===== config.mk =====
export PLATFORM = sky130hd
export DESIGN_NAME = plob_front
export DESIGN_NICKNAME = d
export VERILOG_FILES = /design/src/rtl/core/plob_pkg.sv /design/src/rtl/core/plob_front.sv
export SDC_FILE = /design/constraint.sdc
export NUM_CORES = 1
export LEC_CHECK = 0
export BUFFER_PORTS_ARGS = -buffer_cell sky130_fd_sc_hd__buf_2
export CAP_MARGIN = 20
export CORE_UTILIZATION = 45
export CTS_CLUSTER_SIZE = 8
export DETAILED_ROUTE_END_ITERATION = 8
export PLACE_DENSITY = 0.8
export SLEW_MARGIN = 5
export SYNTH_ARGS = -nofsm -noshare
export SYNTH_HDL_FRONTEND = slang
export SYNTH_SLANG_ARGS = --single-unit
export TNS_END_PERCENT = 1

===== constraint.sdc =====
create_clock -name i_clk -period 17.7 [get_ports i_clk]
set_input_delay 2.655 -clock i_clk [delete_from_list [all_inputs] [get_ports i_clk]]
set_output_delay 2.655 -clock i_clk [all_outputs]
set_load 0.03 [all_outputs]

===== src/rtl/core/plob_pkg.sv =====
`timescale 1ns / 1ps
package plob_pkg;

    localparam int ID_W    = 48;
    localparam int PRICE_W = 32;
    localparam int QTY_W   = 32;
    localparam int TOT_W   = 48;
    localparam int CNT_W   = 11;
    localparam int USED_W  = 7;
    localparam int LIVE_W  = 11;

    localparam logic [TOT_W-1:0] TOT_MAX = '1;

    typedef enum logic [1:0] {
        K_ADD    = 2'd0,
        K_CANCEL = 2'd1,
        K_TRADE  = 2'd2,
        K_NOP    = 2'd3
    } t_kind;

    typedef enum logic [1:0] {
        ST_OK    = 2'd0,
        ST_NOID  = 2'd1,
        ST_OFULL = 2'd2,
        ST_LFULL = 2'd3
    } t_status;

    typedef struct packed {
        t_kind              op;
        logic [ID_W-1:0]    main_id;
        logic [ID_W-1:0]    other_id;
        logic               side;
        logic [PRICE_W-1:0] price;
        logic [QTY_W-1:0]   qty;
    } t_req;

    typedef struct packed {
        logic               live;
        logic [ID_W-1:0]    id;
        logic               sell;
        logic [PRICE_W-1:0] price;
        logic [QTY_W-1:0]   rem;
    } t_slot;

    typedef struct packed {
        logic [PRICE_W-1:0] price;
        logic [TOT_W-1:0]   total;
        logic [CNT_W-1:0]   count;
    } t_lvl;

    typedef struct packed {
        t_status            status;
        logic               bid_valid;
        logic [PRICE_W-1:0] bid_px;
        logic [TOT_W-1:0]   bid_volume;
        logic [CNT_W-1:0]   bid_orders;
        logic               ask_valid;
        logic [PRICE_W-1:0] ask_px;
        logic [TOT_W-1:0]   ask_volume;
        logic [CNT_W-1:0]   ask_orders;
        logic [USED_W-1:0]  bid_used;
        logic [USED_W-1:0]  ask_used;
        logic [LIVE_W-1:0]  live;
    } t_res;

endpackage


===== src/rtl/core/plob_front.sv =====
`timescale 1ns / 1ps
module plob_front (
    input  logic                 i_clk,
    input  logic                 i_rst_n,
    input  logic                 i_en,
    input  logic                 i_valid,
    output logic                 o_stall,
    input  logic [1:0]           i_kind,
    input  logic [47:0]          i_order_id,
    input  logic [47:0]          i_other_order_id,
    input  logic                 i_side,
    input  logic [31:0]          i_price_ticks,
    input  logic [31:0]          i_quantity,
    output logic                 o_req_valid,
    input  logic                 i_req_pop,
    output plob_pkg::t_req       o_req
);
    import plob_pkg::*;

    t_req       r_q [2];
    logic       r_wp;
    logic       r_rp;
    logic [1:0] r_cnt;
    t_req       cls;
    logic       push;
    logic       pop;

    // decode the request kind
    always_comb begin
        cls          = '0;
        cls.main_id  = i_order_id;
        cls.side     = i_side;
        cls.price    = i_price_ticks;
        cls.qty      = i_quantity;
        case (i_kind)
            K_ADD: cls.op = K_ADD;
            K_CANCEL: cls.op = K_CANCEL;
            K_TRADE: begin
                cls.op       = K_TRADE;
                cls.other_id = i_other_order_id;
            end
            default: cls.op = K_NOP;
        endcase
    end

    assign o_stall     = (r_cnt == 2'd2) || !i_en;
    assign push        = i_valid && !o_stall;
    assign o_req_valid = (r_cnt != 2'd0);
    assign pop         = o_req_valid && i_req_pop;
    assign o_req       = r_q[r_rp];

    always_ff @(posedge i_clk) begin
        if (push) begin
            r_q[r_wp] <= cls;
        end
    end

    always_ff @(posedge i_clk) begin
        if (!i_rst_n) begin
            r_wp  <= 1'b0;
            r_rp  <= 1'b0;
            r_cnt <= 2'd0;
        end else begin
            if (push) begin
                r_wp <= !r_wp;
            end
            if (pop) begin
                r_rp <= !r_rp;
            end
            r_cnt <= r_cnt + 2'(push) - 2'(pop);
        end
    end
endmodule


Word level (Yosys, flattened, before mapping)
Memory sizes are Yosys's and may differ from the RTL's. A register that Yosys moved wholly into a read port is not among the register bits.
Index checks and enable logic that the tools add are counted.

cells by class
  add/sub/neg operators = 2
  equality and inequality tests = 3
  mux-type cells = 6
  reductions and logical operators = 9

operator list
  operator                                       count
  2-to-1 mux 48 bit                              1
  case mux 2 bit (3 select lines)                1
  == test 2 bit, second input constant           2
  logical NOT 1 bit                              4
  2-to-1 mux 1 bit                               4
  adder 2 x 1 -> 2 bit                           1
  == test 2 x 1 -> 1 bit, second input constant  1
  logical AND 1 bit                              2
  logical NOT 2 bit                              1
  nonzero test 2 bit                             1
  subtractor 2 x 1 -> 2 bit                      1
  logical OR 1 bit                               1

word-level totals
  register bits after elaboration = 4
  memory bits (writable) = 326
  output and inout bits = 165
  word-level logic and storage cells = 24
  memories kept = 1

memories
  memory  depth  width  read ports  clocked after Yosys merged registers in  write ports  RTL line          source
  r_q     2      163    1           1                                        1            plob_front.sv:20  t_req r_q [2];

Logic depth before layout (Yosys ltp)
  depth after elaboration = 6
  mapped depth = 8

Worst setup path before layout
No wires, ideal clock.

  path kind = input -> register
  from = input i_valid
  to = memory r_q[0][0] (netlist name) (enable)
  setup time = 689 ps
  arrival = 9587 ps
  required time = 17011 ps
  setup slack = 7425 ps
  stages = 2
  buffers on the path = 0
  cell sequence = nand3_1 > nor2_1

on the way
  word-level cells in the longest chain between the ends = 3

ends and longest elaborated chain
  element                                 RTL line          source
  from (decl)                             plob_front.sv:6   input logic i_valid,
  logical AND 1 bit                       plob_front.sv:47  assign push = i_valid && !o_stall;
  2-to-1 mux 1 bit                        plob_front.sv:53  if (push) begin
  2-to-1 mux 1 bit (implied by the code)  plob_front.sv:54  r_q[r_wp] <= cls;
  to (decl)                               plob_front.sv:20

No other way between the ends.

Worst setup path after layout
  from = input i_en
  to = output o_stall

on the way
  word-level cells in the longest chain between the ends = 2

ends and longest elaborated chain
  element            RTL line          source
  from (decl)        plob_front.sv:5   input logic i_en,
  logical NOT 1 bit  plob_front.sv:46  assign o_stall = (r_cnt == 2'd2) || !i_en;
  logical OR 1 bit   plob_front.sv:46
  to (decl)          plob_front.sv:7   output logic o_stall,

No other way between the ends.

==> results.cfg <==
[power]
leakage_nw = 6.08
vdd_drop_max_mv = 0.0905
p_sw_w = 0.000646
p_per_area_nw_per_um2 = 143
power_switching_share_pct = 28.3
cell_internal_pwr_w = 0.00163
p_comb_share_pct = 23.5
p_seq_share_pct = 41.9
clkPwrFrac_pct = 34.6

[sta]
timing.final.crit_share_pct = 31.9
hold_viol = 0
setup_viol = 0
setup_ws_ns = 12.06
worstMarginPinSlew_ns = 1.05
skew_ns = 0.0126
period_needed_ns = 5.64
drv_slew = 0
maxSlewHeadroom_pct = 29.8
fmax_mhz = 177
grt_setup_unrepaired = false
tns_ns = 0

[setup_path]
required_ns = 15.05
path_common_cell = buf_2
path_class = input pin to output pin
arrival_ns = 2.98
critPathLaunchType = input pin
cp_cell_sequence = buf_2, nand2_1, buf_2
cpPeakStageDelay_ns = 0.18
critPathSlowestCell = buf_2
end_kind = output pin
path_max_fanout = 2

[global_route]
use_met2_pct = 28.3
grt-ovfl-total = 0
grt_util_met1_pct = 18.2
grt_max_degree = 75
met3_usage_pct = 5.48
grt_pass1_vias = 6870
grt_pass1_wl_um = 35800
busiest_layer = met2
grtUsageTotal_pct = 16.3
antenna_found_initial = 7

[cells_and_area]
n_fill_cell = 2062
final_layout_size_suffix_gt1_share_pct = 57.7
nNetsFinal = 1121
finalNonFillerCells = 1341
mostFrequentLayoutCell = buf_2
final_cell_mix = 332 x buf_2, 326 x edfxtp_1, 93 x mux2_2
area_delta_synth_final_pct = 26.4

[floorplan]
rows = 60
die_x_um = 169
core_area_um2 = 27300
ios = 333
die-area_um2 = 28700
die_y_um = 169
start_util_pct = 46.3

[clock_tree]
clockBufferDepth = 3
cts_buffers = 47
ctsRootBufferMaster = clkbuf_16
cts_resized = 0
htreeDepth = 2
clkLatencyLatePin_ns = 0.51
ctsHoldBuffers = 0
path_clk_slew_ns = 0.05
cts_tree = done
cts_setup_buffers = 0
cts.sinks = 331

[synthesis]
ys_warn_count = 0
synth_seq_cells = 331
ys_seq_area_share_pct = 78.4
syn_area_per_cell_um2 = 21.4
syn_area_um2 = 12600
yosysUniqueCellTypes = 21
syn_inst = 589
synth_nets = 759

[routing]
routedWlPerCell_um = 18.1
drt_iter0_drc = 397
routed_wl_um = 24300
vias_per_cell = 4.84
num_vias = 6487
drtAntennaViolNets = 0
drc = 0
dr.pass1.iters = 4

[placement]
dp_cells = 1274
port_buffers = 332
place_hpwl_um = 15600
pre_cts_ws_ns = 12.06
gp_congestion = 0.736

[run]
drv_cap = 0

[worst_hold_path]
hold_class = flop to flop

[run_status]
status = complete, no violations
## power groups by stage
stage          clock network, W  registers (W)  logic [W]
5_1_grt                0.000841       0.000961   0.000565
6_report               0.000789       0.000955   0.000537
3_3_place_gp                  0       0.000967   0.000536
2_1_floorplan                 0       0.000961   0.000425
4_1_cts                0.000810       0.000956   0.000543
3_5_place_dp                  0       0.000970   0.000540
## cell families (layout without fill, tap and decap cells)
group	count (synthesis)	in the layout	synth area share (%)
compound gates	1	1	0.0596
xor+xnor	3	3	0.208
fa+ha+maj	2	2	0.198
buf+inv	27	401	1.45
flops	331	331	78.4
mux	164	164	16.7
other cells	0	6	0
simple gates	61	61	2.94
## synth_stat cells
cell | number | area (um^2)
edfxtp_1 | 326 | 9790
mux2_2 | 93 | 1050
mux2_4 | 70 | 1050
and2_1 | 50 | 313
buf_2 | 10 | 50.1
buf_6 | 9 | 101
clkbuf_1 | 5 | 18.8
dfxtp_1 | 5 | 100
nand2_1 | 3 | 11.3
xnor2_1 | 3 | 26.3
ha_1 | 2 | 25.0
inv_1 | 2 | 7.51
nor2_1 | 2 | 7.51
nor2b_1 | 2 | 12.5
clkbuf_2 | 1 | 5.00
mux2i_1 | 1 | 10.0
nand2b_1 | 1 | 6.26
nand3_1 | 1 | 5.00
nor2b_2 | 1 | 8.76
o21a_1 | 1 | 7.51
or2_2 | 1 | 6.26
## path summary, 6_finish.rpt
kind / start / endpoint / slack (ns) / cells after the start
min reg2reg: r_wp / r_wp / 0.51 / 2
max reg2reg: r_cnt[0] / r_q[0][144] / 14.78 / 4
max: i_en / o_stall / 12.06 / 3
min: r_wp / r_wp / 0.51 / 2
## routing by layer
layer  routed length, um  vias up
met1                9330     3150
li1                    -     3005
met4                 817        2
met2               12200      266
met3                1930       64
met5                  12        -
## area by class of cell
cell class | instances | area (um^2) | area share [%]
sequential | 331 | 9890 | 62.1
multi-input combinational | 231 | 2560 | 16.0
timing repair buffer | 338 | 1710 | 10.7
clock buffer | 60 | 1270 | 7.95
tap | 372 | 465 | 2.92
clock inverter | 1 | 30.0 | 0.188
antenna | 6 | 15.0 | 0.0942
inverter | 2 | 7.51 | 0.0471
## registers in the layout, indices dropped and copies added, names as in the netlist, named ones only
signal  flops
r_q       326
r_cnt       2
r_rp        1
r_wp        1
## critical path, delay by kind of cell
kind	cells	cell delay (ns)
and+or+nand+nor	1	0.04
buffers and inverters	2	0.28
## stage by stage
| stage | power, W | hold slack (ns) | util [%] | instance area, um^2 |
|---|---|---|---|---|
| after floorplan | 0.00139 | 0.451 | - | 12600 |
| after global placement | 0.00150 | 0.491 | 53.7 | 14600 |
| after detailed placement | 0.00151 | 0.508 | 53.7 | 14600 |
| after CTS | 0.00231 | 0.515 | 58.4 | 15900 |
| after global routing | 0.00237 | 0.559 | 58.5 | 15900 |
| final | 0.00228 | 0.506 | 58.5 | 15900 |
Note: power is estimated with default switching activity, not from simulation.
